File: config.mk
export PLATFORM = sky130hd
export DESIGN_NAME = sscu_div_chain
export DESIGN_NICKNAME = d
export VERILOG_FILES = /design/src/hw/rtl/sscu_div_cell.sv /design/src/hw/rtl/sscu_div_chain.sv
export SDC_FILE = /design/constraint.sdc
export NUM_CORES = 1
export LEC_CHECK = 0
export ABC_CLOCK_PERIOD_IN_PS = 5200
export BUFFER_PORTS_ARGS = -buffer_cell sky130_fd_sc_hd__buf_2
export CAP_MARGIN = 20
export CORE_UTILIZATION = 50
export CTS_CLUSTER_SIZE = 20
export DETAILED_ROUTE_END_ITERATION = 16
export PLACE_DENSITY = 0.63
export RECOVER_POWER = 50
export SYNTH_ARGS = -nofsm -noshare
export SYNTH_HDL_FRONTEND = slang
export SYNTH_SLANG_ARGS = --single-unit
File: constraint.sdc
create_clock -name clk_i -period 5.2 [get_ports clk_i]
set_input_delay 1.04 -clock clk_i [delete_from_list [all_inputs] [get_ports clk_i]]
set_output_delay 1.04 -clock clk_i [all_outputs]
set_load 0.01 [all_outputs]
File: src/hw/rtl/sscu_div_cell.sv
// ----------------------------------------------------------------------------
// Divider cell
// One registered restoring division step; hands its word to the next cell.
// ----------------------------------------------------------------------------
module sscu_div_cell #(
  parameter int unsigned RW = 16,
  parameter int unsigned QW = 16,
  parameter int unsigned SW = 1
) (
  input  logic          clk_i,
  input  logic          rst_ni,
  input  logic          en_i,
  input  logic          valid_i,
  input  logic [RW-1:0] rem_i,
  input  logic [QW-1:0] quo_i,
  input  logic [RW-1:0] den_i,
  input  logic [SW-1:0] side_i,
  output logic          valid_o,
  output logic [RW-1:0] rem_o,
  output logic [QW-1:0] quo_o,
  output logic [RW-1:0] den_o,
  output logic [SW-1:0] side_o
);

  logic [RW+1:0] diff;
  logic          take;
  logic [RW-1:0] rem_d, rem_q;
  logic [QW-1:0] quo_d, quo_q;
  logic [RW-1:0] den_q;
  logic [SW-1:0] side_q;
  logic          valid_q;

  // The partial remainder stays below the divisor, so one trial subtract
  // decides each quotient bit.
  always_comb begin
    diff  = {1'b0, rem_i, quo_i[QW-1]} - {2'b00, den_i};
    take  = ~diff[RW+1];
    rem_d = take ? diff[RW-1:0] : {rem_i[RW-2:0], quo_i[QW-1]};
    quo_d = {quo_i[QW-2:0], take};
  end

  always_ff @(posedge clk_i or negedge rst_ni) begin
    if (!rst_ni) begin
      valid_q <= 1'b0;
    end else if (en_i) begin
      valid_q <= valid_i;
    end
  end

  always_ff @(posedge clk_i) begin
    if (en_i) begin
      rem_q  <= rem_d;
      quo_q  <= quo_d;
      den_q  <= den_i;
      side_q <= side_i;
    end
  end

  assign valid_o = valid_q;
  assign rem_o   = rem_q;
  assign quo_o   = quo_q;
  assign den_o   = den_q;
  assign side_o  = side_q;

endmodule

File: src/hw/rtl/sscu_div_chain.sv
// ----------------------------------------------------------------------------
// Divider chain
// A row of divider cells, one quotient bit per cell and per cycle while en_i is high.
// ----------------------------------------------------------------------------
module sscu_div_chain #(
  parameter int unsigned RW = 16,
  parameter int unsigned QW = 16,
  parameter int unsigned SW = 1
) (
  input  logic          clk_i,
  input  logic          rst_ni,
  input  logic          en_i,
  input  logic          valid_i,
  input  logic [RW-1:0] rem_i,
  input  logic [QW-1:0] quo_i,
  input  logic [RW-1:0] den_i,
  input  logic [SW-1:0] side_i,
  output logic          valid_o,
  output logic [RW-1:0] rem_o,
  output logic [QW-1:0] quo_o,
  output logic [RW-1:0] den_o,
  output logic [SW-1:0] side_o
);

  logic          v_w    [QW+1];
  logic [RW-1:0] rem_w  [QW+1];
  logic [QW-1:0] quo_w  [QW+1];
  logic [RW-1:0] den_w  [QW+1];
  logic [SW-1:0] side_w [QW+1];

  assign v_w[0]    = valid_i;
  assign rem_w[0]  = rem_i;
  assign quo_w[0]  = quo_i;
  assign den_w[0]  = den_i;
  assign side_w[0] = side_i;

  for (genvar i = 0; i < QW; i++) begin : g_cell
    sscu_div_cell #(.RW(RW), .QW(QW), .SW(SW)) u_cell (
      .clk_i   (clk_i),
      .rst_ni  (rst_ni),
      .en_i    (en_i),
      .valid_i (v_w[i]),
      .rem_i   (rem_w[i]),
      .quo_i   (quo_w[i]),
      .den_i   (den_w[i]),
      .side_i  (side_w[i]),
      .valid_o (v_w[i+1]),
      .rem_o   (rem_w[i+1]),
      .quo_o   (quo_w[i+1]),
      .den_o   (den_w[i+1]),
      .side_o  (side_w[i+1])
    );
  end

  assign valid_o = v_w[QW];
  assign rem_o   = rem_w[QW];
  assign quo_o   = quo_w[QW];
  assign den_o   = den_w[QW];
  assign side_o  = side_w[QW];

endmodule

==> flow_metrics.env, run 1 <==
export IMPL_gr_usage_all_layers_pct=17.4
export IMPL_cp_slowest_stage_delay_ps=1640
export IMPL_reg2reg_from="g_cell[12].u_cell.rem_o[0]"
export IMPL_top_layer_used="met4"
export IMPL_ys_seq_area_share_pct=59.6
export IMPL_ir_worst_vdd_mv=0.297
export IMPL_die_area_sq_um=81500
export IMPL_ant_nets=0
export IMPL_drt_first_pass_iters=7
export IMPL_setup_viol=0
export IMPL_hold_viol=0
export IMPL_p_switching_uw=8670
export IMPL_clkTransAtPathRegs_ps=60
export IMPL_fp_dieW_um=286
export IMPL_grt_pass1_wl_um=118000
export IMPL_die_h_um=286
export IMPL_reg2regPathDepth=8
export IMPL_yosys_area_top_type="edfxtp_1"
export IMPL_whs_path_depth=0
export IMPL_h_tree_depth=3
export IMPL_worstHoldEndpoint="g_cell[8].u_cell.quo_o[7]"
export IMPL_first_global_vias=24800
export IMPL_final_cell_area_sq_um=44700
export IMPL_swShare_pct=33.7
export IMPL_crit_chain="clkbuf_2, clkbuf_2, mux2_2"
export IMPL_avgSynthCellArea_sq_um=12.9
export IMPL_startpoint_type="input pin"
export IMPL_clockBufferDepth=3
export IMPL_cts_resized=0
export IMPL_critPathCaptureType="flip-flop"
export IMPL_wl_met3_um=2760
export IMPL_setup_tns_ps=0
export IMPL_critical_path_class="input pin to flip-flop"
export IMPL_final_common_cell="edfxtp_1"
export IMPL_crit_arrival_ps=4480
export IMPL_syn_area_sq_um=40200
export IMPL_synthFlopType="edfxtp_1"
export IMPL_fin_total_pwr_uw=25700
export IMPL_worst_pin_slew_ps=2460
export IMPL_timing_rr_end="g_cell[13].u_cell.rem_o[5]"
export IMPL_fp_row_count=103
export IMPL_wl_um=71600
export IMPL_cts_tree="built"
export IMPL_pre_cts_slack_ps=1210
export IMPL_num_vias=24400
export IMPL_drt_met1_wl_um=29800
export IMPL_outcome="finished with violations"
export IMPL_grt_overflow_total=0
export IMPL_drc=0
export IMPL_drive_gt1_share_pct=10.8
export IMPL_diodes=0
export IMPL_layout_common_cells="edfxtp_1, inv_1, ha_1, nor2_1, a21oi_1"
export IMPL_fin_crit_sh_pct=76.0
export IMPL_cts_sinks=800
export IMPL_area_delta_synth_final_pct=11.1
export IMPL_fillers=6329
export IMPL_core_sq_um=79300
export IMPL_fin_nets=3594
export IMPL_netlist_area_leader_share_pct=58.6
export IMPL_port_buffer_count=102
export IMPL_p_comb_share_pct=38.9
export IMPL_finalCriticalPeriod_ps=3950
export IMPL_failed_checks="max-capacitance violations, max-slew violations"
export IMPL_required_ps=5720
export IMPL_syn_inst=3124
export IMPL_synth_edf_count=784
export IMPL_dp_hpwl_um=50700
export IMPL_path_common_cell="clkbuf_2"
export IMPL_clkLatencyLatePin_ps=650
export IMPL_antenna_found_initial=0
export IMPL_powerDensity_nw_per_um2=576
export IMPL_post_cts_buffers=0
export IMPL_hp_start="g_cell[7].u_cell.quo_o[6]"
export IMPL_clkPwrFrac_pct=23.1
export IMPL_slew_violations=85
export IMPL_grt_setup_unrepaired="false"
export IMPL_ios=103
export IMPL_rrSetupSlack_ps=1880
export IMPL_synth_seq_cells=800
export IMPL_sequentialPowerShare_pct=38.0
export IMPL_yosysWarnings=0
export IMPL_p_int_uw=17100
export IMPL_synth_area_top_cells="edfxtp_1, ha_1, inv_1, a21oi_1, nor2_1"
export IMPL_cap_violations=1
export IMPL_hp_class="flip-flop to flip-flop"
export IMPL_cts_root_buffer="clkbuf_16"
export IMPL_yosysUniqueCellTypes=84
export IMPL_cts_buffers=87
export IMPL_async_flop_share_pct=2.00
export IMPL_slowest_stage="clkbuf_2"
export IMPL_cp_max_fo=88
export IMPL_start_util_pct=50.7
export IMPL_routed_via_density=5.57
export IMPL_grt_max_degree=94
export IMPL_place_congestion=0.878
export IMPL_p_leak_uw=0.0177
export IMPL_setup_ws_ps=1250
export IMPL_synthesis_nets=3449
export IMPL_post_drt_wl_per_cell_um=16.3
export IMPL_slew_headroom_pct=-64.3
export IMPL_skew_ps=36.0
export IMPL_fmax_mhz=253
export IMPL_place_area_sq_um=41900
export IMPL_hold_buffers=0
export IMPL_met2_length_um=36700
export IMPL_dr_first_iter_drc_count=1446
-- flip-flops by register name, summed over array words and instances (netlist names) --
name / flops
g_cell.u_cell.den_o: 256
g_cell.u_cell.quo_o: 256
g_cell.u_cell.rem_o: 256
g_cell.u_cell.side_o: 16
g_cell.u_cell.valid_o: 16
-- final cells by class --
class | instances | area [sq um] | share of cell area [%]
repair buffers | 126 | 786 | 1.76
multi-input cells | 1919 | 14600 | 32.7
well taps | 1050 | 1310 | 2.94
flip-flops and latches | 800 | 23900 | 53.6
clock inverters | 53 | 477 | 1.07
inverters | 335 | 1260 | 2.81
clock buffers | 105 | 2310 | 5.16
-- through the flow --
| step | hold slack, ps | utilization, % | cells |
|---|---|---|---|
| floorplan | 400 | - | 3124 |
| global route | 418 | 56.4 | 4388 |
| global placement | 400 | 52.8 | 4223 |
| detailed placement | 405 | 52.8 | 4223 |
| finish | 415 | 56.4 | 4388 |
| CTS | 262 | 56.3 | 4381 |
-- worst max path at each step --
stage | from | end | slack (ps) | depth (start not counted)
after floorplan | den_i[8] | g_cell[0].u_cell.rem_o[12] | 1950 | 9
after global placement | den_i[1] | g_cell[0].u_cell.rem_o[1] | 1280 | 9
after detailed placement | den_i[1] | g_cell[0].u_cell.rem_o[3] | 1210 | 9
after CTS | g_cell[0].u_cell.den_o[1] | g_cell[1].u_cell.rem_o[3] | 1860 | 8
after global routing | en_i | g_cell[15].u_cell.valid_o | 920 | 3
final | en_i | g_cell[15].u_cell.valid_o | 1250 | 3
-- routing by layer --
layer  track usage [%]  vias to the layer above
met5                 0                        -
met4              7.37                        0
met1              20.6                    11800
met2              31.3                      541
li1                  -                    12000
met3              2.58                      182
-- synth_stat cells (16+ instances only) --
master	instances
ha_1	256
o21bai_1	20
xnor2_1	68
nor3_1	26
dfrtp_1	16
a31oi_1	28
a21o_1	67
nand2b_1	22
o21ai_1	21
a211oi_1	38
mux2_4	28
nand2_1	104
o211ai_1	16
mux2_2	27
fa_1	16
nand3_1	54
a211o_1	19
edfxtp_1	784
buf_4	20
xor2_1	70
clkbuf_1	25
o21a_1	77
mux2_1	73
a21oi_1	235
nor2_1	238
o21ai_0	100
inv_1	325
o31a_1	35
nor2b_1	30
-- critical path: cells and delay by family --
| kind | cells | cell delay (ps) |
|---|---|---|
| buffers and inverters | 2 | 2820 |
| muxes | 1 | 430 |
-- cell families (layout without fill, tap and decap cells) --
family,count (synthesis),after routing,synth area share (%)
AND/OR/NAND/NOR,585,585,7.08
flip-flops,800,800,59.6
multiplexers,143,143,4.22
XOR/XNOR,138,138,3.01
adder cells (fa/ha/maj),272,272,8.76
AO/OA/AOI/OAI,781,781,13.2
buffers and inverters,405,619,4.14
-- power by group through the flow --
stage | clock network, uW | logic (uW) | registers [uW]
after floorplan | 0 | 7840 | 9660
after global placement | 0 | 9400 | 9860
after detailed placement | 0 | 9790 | 9890
after CTS | 6140 | 9880 | 9770
after global routing | 6380 | 11000 | 9920
final | 5930 | 10000 | 9770
(Power assumes the default switching activity.)
==> run 2: changes to the inputs <==
ABC_CLOCK_PERIOD_IN_PS = 3400   (was 5200)
PLACE_DENSITY = 0.66   (was 0.63)
clock period = 3.4 ns   (was 5.2 ns; I/O delays follow)
==> run 2 against run 1 <==
  * Flip-flop and latch count unchanged
  * Worst setup slack got worse by 1000 ps
  * Critical endpoint is now g_cell[11].u_cell.rem_o[14]
  * The run still ends with max-capacitance violations, max-slew violations left
  * Largest cell class unchanged
  * Via count grew 1.0%
==> flow_metrics.env, run 2 (synthesis results as in run 1) <==
export IMPL_p_leak_uw=0.0180
export IMPL_startpoint_type="flip-flop"
export IMPL_first_global_vias=25200
export IMPL_drc=0
export IMPL_place_congestion=0.915
export IMPL_post_cts_buffers=0
export IMPL_grt_setup_unrepaired="false"
export IMPL_drive_gt1_share_pct=11.8
export IMPL_port_buffer_count=102
export IMPL_placed_cells=4270
export IMPL_required_ps=3780
export IMPL_cp_max_fo=3
export IMPL_area_delta_synth_final_pct=12.6
export IMPL_cts_tree="built"
export IMPL_clockBufferDepth=3
export IMPL_start_util_pct=50.7
export IMPL_setup_tns_ps=0
export IMPL_hp_class="input pin to flip-flop"
export IMPL_drt_first_pass_iters=7
export IMPL_fmax_mhz=313
export IMPL_worst_pin_slew_ps=2500
export IMPL_post_drt_wl_per_cell_um=16.4
export IMPL_cap_violations=1
export IMPL_fin_nets=3635
export IMPL_diodes=0
export IMPL_hold_viol=0
export IMPL_cts_root_buffer="clkbuf_16"
export IMPL_failed_checks="max-capacitance violations, max-slew violations"
export IMPL_num_vias=24700
export IMPL_ant_nets=0
export IMPL_outcome="finished with violations"
export IMPL_grt_max_degree=99
export IMPL_dr_first_iter_drc_count=1347
export IMPL_skew_ps=30.3
export IMPL_final_common_cell="edfxtp_1"
export IMPL_layout_common_cells="edfxtp_1, inv_1, ha_1, nor2_1, a21oi_1"
export IMPL_fp_row_count=103
export IMPL_slew_violations=39
export IMPL_clkTransAtPathRegs_ps=60
export IMPL_wl_um=72900
export IMPL_grt_overflow_total=0
export IMPL_powerDensity_nw_per_um2=887
export IMPL_fin_crit_sh_pct=93.9
export IMPL_ios=103
export IMPL_h_tree_depth=3
export IMPL_critical_path_class="flip-flop to flip-flop"
export IMPL_gr_usage_all_layers_pct=17.8
export IMPL_die_area_sq_um=81500
export IMPL_slew_headroom_pct=-66.9
export IMPL_crit_arrival_ps=3570
export IMPL_finalCriticalPeriod_ps=3190
export IMPL_cts_buffers=87
export IMPL_fin_cells=4433
export IMPL_dp_hpwl_um=52900
export IMPL_die_h_um=286
export IMPL_clkLatencyLatePin_ps=640
export IMPL_ir_worst_vdd_mv=0.424
export IMPL_critPathCaptureType="flip-flop"
export IMPL_routed_via_density=5.57
export IMPL_fillers=6267
export IMPL_setup_viol=0
export IMPL_antenna_found_initial=0
export IMPL_fp_dieW_um=286
export IMPL_core_sq_um=79300
export IMPL_grt_pass1_wl_um=120000
export IMPL_cts_sinks=800
==> run 2: changes by cell type in the layout (fill, tap and decap cells not counted), moves of 2 or more <==
cell / delta
buf_4: +37
buf_12: +14
bufinv_16: +9
clkinv_2: -6
buf_8: -5
clkbuf_2: -4
clkbuf_8: -4
clkinv_1: +3
inv_16: -3
buf_16: -2
inv_6: +2
==> run 2: critical path: stages, from the launching register on <==
cell and delay, ps:
edfxtp_1 410, inv_1 80, ha_1 160, inv_1 50, fa_1 430, a211oi_1 260, o21bai_1 150, a31oi_1 320
a31oi_1 180, o311a_1 370, or3_1 320, a31o_1 210
==> run 2: metal layers <==
metal | share of wire [%] | vias up | track usage [%]
met1 | 41 | 11900 | 20.7
met2 | 52 | 565 | 32.8
li1 | - | 12000 | -
met3 | 3.9 | 183 | 2.76
met5 | 0 | - | 0
met4 | 3.3 | 0 | 6.93
==> run 2: final cells by class <==
cell class / count / area [sq um] / share of cell area (%)
Timing Repair Buffer: 167 / 1210 / 2.68
Inverter: 335 / 1260 / 2.78
Multi-Input combinational cell: 1919 / 14600 / 32.2
Clock buffer: 103 / 2260 / 4.99
Tap cell: 1050 / 1310 / 2.90
Clock inverter: 59 / 691 / 1.53
Sequential cell: 800 / 23900 / 52.9
==> run 2: path summary, 6_finish.rpt <==
kind | from | endpoint | slack, ps | cells after the start
max in group asynchronous | rst_ni | g_cell[15].u_cell.valid_o | 2190 | 2
min in group asynchronous | rst_ni | g_cell[0].u_cell.valid_o | 680 | 2
min reg2reg | g_cell[8].u_cell.side_o | g_cell[9].u_cell.side_o | 410 | 0
max | g_cell[10].u_cell.quo_o[15] | g_cell[11].u_cell.rem_o[14] | 210 | 11
max reg2reg | g_cell[10].u_cell.quo_o[15] | g_cell[11].u_cell.rem_o[14] | 210 | 11
min | quo_i[12] | g_cell[0].u_cell.quo_o[13] | 230 | 1
==> run 2: through the flow <==
stage / power [uW] / utilization [%] / area [sq um] / worst slack [ps] / hold WS (ps)
4_1_cts: 40300 / 57.1 / 45300 / 181 / 179
3_5_place_dp: 30500 / 53.4 / 42300 / 65.9 / 405
2_1_floorplan: 26800 / - / 40200 / 510 / 384
3_3_place_gp: 29800 / 53.4 / 42300 / 181 / 400
6_report: 40100 / 57.1 / 45300 / 206 / 227
5_1_grt: 42600 / 57.1 / 45300 / 21.8 / 179
==> run 2: what timing repair did <==
action	4_1_cts	5_1_grt
hold buffers	1	0
endpoints found under the hold margin	16	0
resized for setup	0	0
==> run 2: power breakdown <==
part,leakage (uW),switching (uW),internal (uW)
registers,0.00783,1070,13900
logic,0.00876,8380,7190
clock network,0.00142,3850,5760
